## config.mk

```make
export PLATFORM = sky130hd
export DESIGN_NAME = section_schedule_mask_parser_unit_flat
export DESIGN_NICKNAME = d
export VERILOG_FILES = /design/src/rtl/core/ssmp_pkg.sv /design/src/rtl/core/ssmp_if.sv /design/src/rtl/core/section_schedule_mask_parser_unit.sv /design/src/flat_wrapper.sv
export SDC_FILE = /design/constraint.sdc
export NUM_CORES = 1
export LEC_CHECK = 0
export BUFFER_PORTS_ARGS = -buffer_cell sky130_fd_sc_hd__buf_4
export CELL_PAD_IN_SITES_DETAIL_PLACEMENT = 0
export CELL_PAD_IN_SITES_GLOBAL_PLACEMENT = 1
export CORE_MARGIN = 3
export CORE_UTILIZATION = 43
export DETAILED_ROUTE_END_ITERATION = 7
export PLACE_DENSITY_LB_ADDON = 0.1
export SYNTH_ARGS = -nofsm -noshare
export SYNTH_HDL_FRONTEND = slang
export SYNTH_SLANG_ARGS = --single-unit
```

## constraint.sdc

```tcl
create_clock -name clk_i -period 4.1 [get_ports clk_i]
set_clock_uncertainty 0.15 [all_clocks]
set_input_delay 0.82 -clock clk_i [delete_from_list [all_inputs] [get_ports clk_i]]
set_output_delay 0.82 -clock clk_i [all_outputs]
set_load 0.02 [all_outputs]
```

## src/rtl/core/ssmp_pkg.sv

```systemverilog
package ssmp_pkg;

  // field and state widths
  localparam int unsigned ByteW     = 8;
  localparam int unsigned MaskW     = 64;
  localparam int unsigned DayBits   = 7;
  localparam int unsigned DayShift  = 48;
  localparam int unsigned SlotBits  = 49;
  localparam int unsigned SlotLimit = 48;
  localparam int unsigned WinDepth  = 4;
  localparam int unsigned WinIdxW   = 2;
  localparam int unsigned FillW     = 3;
  localparam int unsigned SlotW     = 8;

  typedef logic [ByteW-1:0]    byte_t;
  typedef logic [DayBits-1:0]  days_t;
  typedef logic [SlotBits-1:0] slots_t;
  typedef logic [MaskW-1:0]    mask_t;
  typedef logic [FillW-1:0]    fill_t;
  typedef logic [SlotW-1:0]    slot_t;

  // character codes
  localparam byte_t CharNul   = 8'h00;
  localparam byte_t CharMon   = 8'h4D;  // M
  localparam byte_t CharTue   = 8'h54;  // T
  localparam byte_t CharWed   = 8'h57;  // W
  localparam byte_t CharFri   = 8'h46;  // F
  localparam byte_t CharSat   = 8'h53;  // S
  localparam byte_t CharLowH  = 8'h68;  // h
  localparam byte_t CharLowU  = 8'h75;  // u
  localparam byte_t CharColon = 8'h3A;
  localparam byte_t CharZero  = 8'h30;
  localparam byte_t CharNine  = 8'h39;
  localparam byte_t CharTwo   = 8'h32;
  localparam byte_t CharThree = 8'h33;
  localparam byte_t CharFive  = 8'h35;

  // weekday flags, monday first
  localparam days_t DayMon = 7'b0000001;
  localparam days_t DayTue = 7'b0000010;
  localparam days_t DayWed = 7'b0000100;
  localparam days_t DayThu = 7'b0001000;
  localparam days_t DayFri = 7'b0010000;
  localparam days_t DaySat = 7'b0100000;
  localparam days_t DaySun = 7'b1000000;

  function automatic days_t decode_day(byte_t cur, byte_t nxt);
    days_t res;
    case (cur)
      CharMon: res = DayMon;
      CharTue: res = (nxt == CharLowH) ? DayThu : DayTue;
      CharWed: res = DayWed;
      CharFri: res = DayFri;
      CharSat: res = (nxt == CharLowU) ? DaySun : DaySat;
      default: res = '0;
    endcase
    return res;
  endfunction

  function automatic logic digit_ok(byte_t c);
    return (c >= CharZero) && (c <= CharNine);
  endfunction

  // one-hot half-hour slot for a token hh:mm, zero if no token or out of range
  function automatic slots_t decode_time(byte_t a, byte_t b, byte_t colon, byte_t d, byte_t e);
    logic   ok;
    slot_t  tens;
    slot_t  units;
    slot_t  slot;
    slots_t res;
    ok    = digit_ok(a) && digit_ok(b) && (colon == CharColon) && digit_ok(d) && digit_ok(e);
    tens  = slot_t'(a[3:0]);
    units = slot_t'(b[3:0]);
    slot  = (tens << 3) + (tens << 1) + units;
    slot  = slot << 1;
    if ((d == CharTwo) || (d == CharThree)) begin
      slot = slot + slot_t'(1);
    end else if (d == CharFive) begin
      slot = slot + slot_t'(2);
    end
    res = '0;
    if (ok && (slot <= slot_t'(SlotLimit))) begin
      res = slots_t'(1) << slot[5:0];
    end
    return res;
  endfunction

endpackage

```

## src/rtl/core/ssmp_if.sv

```systemverilog
interface ssmp_text_if;
  logic                valid;
  logic                ready;
  ssmp_pkg::byte_t     text_byte;

  modport source (output valid, output text_byte, input ready);
  modport sink   (input valid, input text_byte, output ready);
endinterface

interface ssmp_mask_if;
  logic                valid;
  logic                ready;
  ssmp_pkg::mask_t     result_mask;

  modport source (output valid, output result_mask, input ready);
  modport sink   (input valid, input result_mask, output ready);
endinterface

```

## src/rtl/core/section_schedule_mask_parser_unit.sv

```systemverilog
// Schedule mask parser: takes one text byte per transfer and, on the
// terminating zero byte, returns one 64-bit mask (bits 0-47 the half-hour
// span between the first time token and the OR of all later ones, bits 48-54
// the weekday flags, Monday first), then starts afresh for the next string.
// A byte is taken into an input register and decoded in the following cycle
// against a four-byte window, so one byte is accepted every clock unless
// stalled; the terminator's mask is registered in an output register. Input
// stalls only while a terminator waits behind a mask that is not yet taken.
module section_schedule_mask_parser_unit (
  input  logic        clk_i,
  input  logic        rst_ni,
  ssmp_text_if.sink   text_i,
  ssmp_mask_if.source mask_o
);

  logic                                   in_valid_q;
  ssmp_pkg::byte_t                        in_byte_q;
  ssmp_pkg::byte_t [ssmp_pkg::WinDepth-1:0] win_q;
  ssmp_pkg::fill_t                        fill_q;
  ssmp_pkg::days_t                        days_q;
  ssmp_pkg::slots_t                       start_q;
  ssmp_pkg::slots_t                       end_q;
  logic                                   out_valid_q;
  ssmp_pkg::mask_t                        out_mask_q;

  logic                                   is_term;
  logic                                   advance;
  logic [ssmp_pkg::WinIdxW-1:0]           newest_idx;
  ssmp_pkg::byte_t                        newest;
  ssmp_pkg::days_t                        days_d;
  ssmp_pkg::slots_t                       slot_hit;
  ssmp_pkg::mask_t                        span;
  ssmp_pkg::mask_t                        mask_d;

  // stage control
  assign is_term      = (in_byte_q == ssmp_pkg::CharNul);
  assign advance      = in_valid_q && (!is_term || !out_valid_q || mask_o.ready);
  assign text_i.ready = !in_valid_q || advance;

  // day decode of the newest window byte against the incoming one
  assign newest_idx = ssmp_pkg::WinIdxW'(fill_q - ssmp_pkg::fill_t'(1));
  assign newest     = win_q[newest_idx];
  always_comb begin
    days_d = days_q;
    if (fill_q != '0) begin
      days_d = days_q | ssmp_pkg::decode_day(newest, in_byte_q);
    end
  end

  // time token over the full window plus the incoming byte
  always_comb begin
    slot_hit = '0;
    if (fill_q == ssmp_pkg::fill_t'(ssmp_pkg::WinDepth)) begin
      slot_hit = ssmp_pkg::decode_time(win_q[0], win_q[1], win_q[2], win_q[3], in_byte_q);
    end
  end

  // result mask
  assign span   = (ssmp_pkg::mask_t'(start_q) - ssmp_pkg::mask_t'(1))
                ^ (ssmp_pkg::mask_t'(end_q) - ssmp_pkg::mask_t'(1));
  assign mask_d = span | (ssmp_pkg::mask_t'(days_d) << ssmp_pkg::DayShift);

  // input register
  always_ff @(posedge clk_i or negedge rst_ni) begin
    if (!rst_ni) begin
      in_valid_q <= 1'b0;
    end else if (text_i.ready) begin
      in_valid_q <= text_i.valid;
    end
  end

  always_ff @(posedge clk_i) begin
    if (text_i.ready && text_i.valid) begin
      in_byte_q <= text_i.text_byte;
    end
  end

  // parser state
  always_ff @(posedge clk_i or negedge rst_ni) begin
    if (!rst_ni) begin
      win_q   <= '0;
      fill_q  <= '0;
      days_q  <= '0;
      start_q <= '0;
      end_q   <= '0;
    end else if (advance) begin
      if (is_term) begin
        win_q   <= '0;
        fill_q  <= '0;
        days_q  <= '0;
        start_q <= '0;
        end_q   <= '0;
      end else begin
        days_q <= days_d;
        if (slot_hit != '0) begin
          if (start_q == '0) begin
            start_q <= slot_hit;
          end else begin
            end_q <= end_q | slot_hit;
          end
        end
        if (fill_q == ssmp_pkg::fill_t'(ssmp_pkg::WinDepth)) begin
          win_q[0] <= win_q[1];
          win_q[1] <= win_q[2];
          win_q[2] <= win_q[3];
          win_q[3] <= in_byte_q;
        end else begin
          win_q[fill_q[ssmp_pkg::WinIdxW-1:0]] <= in_byte_q;
          fill_q <= fill_q + ssmp_pkg::fill_t'(1);
        end
      end
    end
  end

  // output register
  always_ff @(posedge clk_i or negedge rst_ni) begin
    if (!rst_ni) begin
      out_valid_q <= 1'b0;
    end else if (advance && is_term) begin
      out_valid_q <= 1'b1;
    end else if (mask_o.ready) begin
      out_valid_q <= 1'b0;
    end
  end

  always_ff @(posedge clk_i) begin
    if (advance && is_term) begin
      out_mask_q <= mask_d;
    end
  end

  assign mask_o.valid       = out_valid_q;
  assign mask_o.result_mask = out_mask_q;

endmodule

```

## src/flat_wrapper.sv

```systemverilog
// flat-port wrapper written by rule: the top's interface ports become plain ports
module section_schedule_mask_parser_unit_flat 
  (clk_i, rst_ni, text_i_valid, text_i_text_byte, text_i_ready, mask_o_valid, mask_o_result_mask, mask_o_ready);
  ssmp_text_if text_i_i ();
  ssmp_mask_if mask_o_i ();
  input  logic clk_i;
  input  logic rst_ni;
  input wire logic [$bits(text_i_i.valid)-1:0] text_i_valid;
  input wire logic [$bits(text_i_i.text_byte)-1:0] text_i_text_byte;
  output wire logic [$bits(text_i_i.ready)-1:0] text_i_ready;
  output wire logic [$bits(mask_o_i.valid)-1:0] mask_o_valid;
  output wire logic [$bits(mask_o_i.result_mask)-1:0] mask_o_result_mask;
  input wire logic [$bits(mask_o_i.ready)-1:0] mask_o_ready;
  assign text_i_i.valid = text_i_valid;
  assign text_i_i.text_byte = text_i_text_byte;
  assign text_i_ready = text_i_i.ready;
  assign mask_o_valid = mask_o_i.valid;
  assign mask_o_result_mask = mask_o_i.result_mask;
  assign mask_o_i.ready = mask_o_ready;
  section_schedule_mask_parser_unit u_core (.clk_i(clk_i), .rst_ni(rst_ni), .text_i(text_i_i), .mask_o(mask_o_i));
endmodule
```

==> results.tsv <==
stage	metric	value	unit
status	status	finished, final reports clean	
yosys	async_flop_share	0.689	
detailed_routing	vias_per_cell	5.56	
critical_path	worstSetupPathType	flip-flop to flip-flop	
cells_and_area	fin_nets	1225	
floorplan	start_util	0.439	
sta	setup_viol	0	
yosys	syn_avg_cell_area	10.0	sq um
sta	slew_headroom	0.257	
global_route	grt-ovfl-total	0	
yosys	synthCells	1109	
sta	tightest_slew	1.11	ns
yosys	ys_types	74	
sta	slew_violations	0	
clock_tree	htreeDepth	1	
critical_path	reg2reg_slack	0.15	ns
global_route	grt_pass1_wl	49200	um
sta	final.min_clock_period	3.95	ns
clock_tree	cts_buffer_depth	3	
detailed_routing	via_count	8600	
yosys	ys_seq_elements	206	
sta	finalCritPeriodShare	0.963	
critical_path	startpoint	u_core.win_q[0]	
floorplan	core_area	0.0253	sq mm
cells_and_area	final_design_area_no_fill	0.0131	sq mm
floorplan	io-pin-count	78	
detailed_routing	drt-total-wl	30800	um
floorplan	rows	58	
critical_path	r2r_end	u_core.end_q[26]	
clock_tree	cts-buffers-inserted	25	
global_route	antenna_found_initial	0	
global_route	track_usage	0.220	
critical_path	required	4.38	ns
sta	tns	0	ns
global_route	grt_pass1_vias	8395	
sta	hold_viol	0	
critical_path	cpPeakStageDelay	0.74	ns
sta	max_freq	253	MHz
critical_path	cp_max_fo	9	
clock_tree	clockRootBuffer	clkbuf_16	
critical_path	r2r-start	u_core.win_q[0]	
clock_tree	cts_tree	done	
clock_tree	clk_pin_slew_worst_paths	0.06	ns
critical_path	cp_top_family	simple AND/OR/NAND/NOR gates	
yosys	synth_seq_area_share	0.492	
cells_and_area	diodes	0	
power	p_leak	5.55	nW
yosys	syn_nets	1137	
clock_tree	clkLatencyLatePin	0.53	ns
placement	io_buffers	77	
cells_and_area	drive_gt1_frac	0.157	
cells_and_area	multi_input_area	0.00534	sq mm
cells_and_area	fillCellCount	2392	
floorplan	die_w	167	um
critical_path	rr_worst_depth	9	
critical_path	critical_path_buf_inv_count	0	
critical_path	critical_path.slowest_cell	or4_1	
cells_and_area	regArea	0.00548	sq mm
placement	place_area	0.0122	sq mm
critical_path	critPathMostFrequentCell	fa_1	
critical_path	cp.depth	9	
critical_path	crit_path_start_kind	flip-flop	
yosys	ys.flop_type	dfrtp_1	
critical_path	endpoint_kind	flip-flop	
min_path	hold_class	input port to async pin	
detailed_routing	first_pass_iters	5	
detailed_routing	wl_per_cell	19.9	um
placement	place.gp.congestion	0.857	
cells_and_area	syn_to_final_growth	17.3	%
clock_tree	post_cts_buffers	0	
yosys	synth_warnings	0	
detailed_routing	drt_iter0_markers	518	
critical_path	path_cells	fa_1 > fa_1 > and3_1 > or3_1 > and2_1 > nor4b_2 > a31oi_2 > or4_1 > o31ai_2	
power	ir_worst_vdd	398	uV
detailed_routing	final_antenna_net_count	0	
detailed_routing	drc_errors	0	
critical_path	crit_arrival	4.23	ns
job	maxCapViolations	0	
power	power.density	553	mW/mm^2
yosys	synth_edf_count	64	
yosys	netlist_area	0.0111	sq mm
floorplan	die_h	167	um
critical_path	crit_end	u_core.end_q[26]	
clock_tree	cts_sinks	206	
floorplan	dieArea	0.0279	sq mm
global_route	grt_max_degree	99	
placement	dpl.hpwl	22500	um
[where the power goes]
| group | switching (mW) | internal, mW | total [mW] |
|---|---|---|---|
| combinational | 1.53 | 0.835 | 2.37 |
| sequential | 0.269 | 2.32 | 2.59 |
| clock | 0.871 | 1.39 | 2.26 |
[cell families after synthesis]
| family | count (synthesis) | synth area share |
|---|---|---|
| flip-flops | 206 | 0.492 |
| AND/OR/NAND/NOR | 455 | 0.211 |
| XOR/XNOR | 153 | 0.120 |
| multiplexers | 6 | 0.0110 |
| AO/OA/AOI/OAI | 202 | 0.117 |
| buffers and inverters | 71 | 0.0291 |
| adder cells (fa/ha/maj) | 16 | 0.0193 |
[how the worst min path moves through the flow]
| stage | from | to | slack [ns] |
|---|---|---|---|
| 2_1_floorplan | u_core.win_q[6] | u_core.win_q[6] | 0.31 |
| 3_3_place_gp | u_core.win_q[7] | u_core.win_q[7] | 0.34 |
| 3_5_place_dp | u_core.win_q[7] | u_core.win_q[7] | 0.35 |
| 4_1_cts | rst_ni | u_core.start_q[3] | 0.14 |
| 5_1_grt | rst_ni | u_core.start_q[2] | 0.15 |
| 6_report | rst_ni | u_core.start_q[2] | 0.12 |
[per-layer routing]
layer	global-route usage	vias to the layer above	part of all wire
met5	0	-	0
met4	0.0506	0	0.021
met3	0.0259	44	0.045
met1	0.313	4172	0.46
met2	0.362	217	0.48
li1	-	4167	-
[cells in the final DEF, fill, tap and decap left out, drive strengths merged, types with 20 or more instances in the layout]
| master | Yosys | routed |
|---|---|---|
| clkbuf | 32 | 41 |
| dfrtp | 142 | 142 |
| nor2 | 82 | 82 |
| nor3 | 42 | 42 |
| nand2 | 151 | 151 |
| a22oi | 20 | 20 |
| nand3 | 25 | 25 |
| a21oi | 23 | 23 |
| buf | 22 | 115 |
| nor4 | 40 | 40 |
| xor2 | 37 | 37 |
| o21ai | 91 | 91 |
| xnor2 | 116 | 116 |
| edfxtp | 64 | 64 |
[registers in the layout, summed over array words and instances (netlist names)]
| name | count |
|---|---|
| u_core.in_byte_q | 8 |
| u_core.mask_o.result_mask | 56 |
| u_core.in_valid_q | 1 |
| u_core.mask_o.valid | 1 |
| u_core.start_q | 49 |
| u_core.days_q | 7 |
| u_core.fill_q | 3 |
| u_core.win_q | 32 |
| u_core.end_q | 49 |
[metrics by stage]
step | setup WS, ns | util | hold WS [ns] | std cells | power [mW]
3_5_place_dp | 0.167 | 0.481 | 0.347 | 1500 | 4.96
3_3_place_gp | 0.256 | 0.481 | 0.344 | 1500 | 4.97
5_1_grt | -0.0174 | 0.516 | 0.153 | 1546 | 7.61
2_1_floorplan | 0.152 | - | 0.315 | 1109 | 4.18
4_1_cts | 0.157 | 0.515 | 0.139 | 1546 | 7.24
6_report | 0.152 | 0.516 | 0.117 | 1546 | 7.22
[synth_stat cells, drive strengths merged (22+ instances only)]
cell type | count | area (sq um)
clkbuf | 32 | 121
nand3 | 25 | 125
dfrtp | 142 | 3550
a21oi | 23 | 115
nor2 | 82 | 310
nand2 | 151 | 569
nor4 | 40 | 278
xnor2 | 116 | 1020
buf | 22 | 139
xor2 | 37 | 324
o21ai | 91 | 459
nor3 | 42 | 210
edfxtp | 64 | 1920
[cell type report]
class,instances,share of cell area
well taps,330,0.0316
repair buffers,115,0.0693
multi-input cells,832,0.409
clock inverters,5,0.00469
inverters,17,0.00498
clock buffers,41,0.0610
flip-flops and latches,206,0.419
[timing repair]
item	CTS	global route
gates resized for setup	0	2
hold buffers	0	0
endpoints found under the setup margin	0	6
Note: power is estimated with default switching activity, not from simulation.
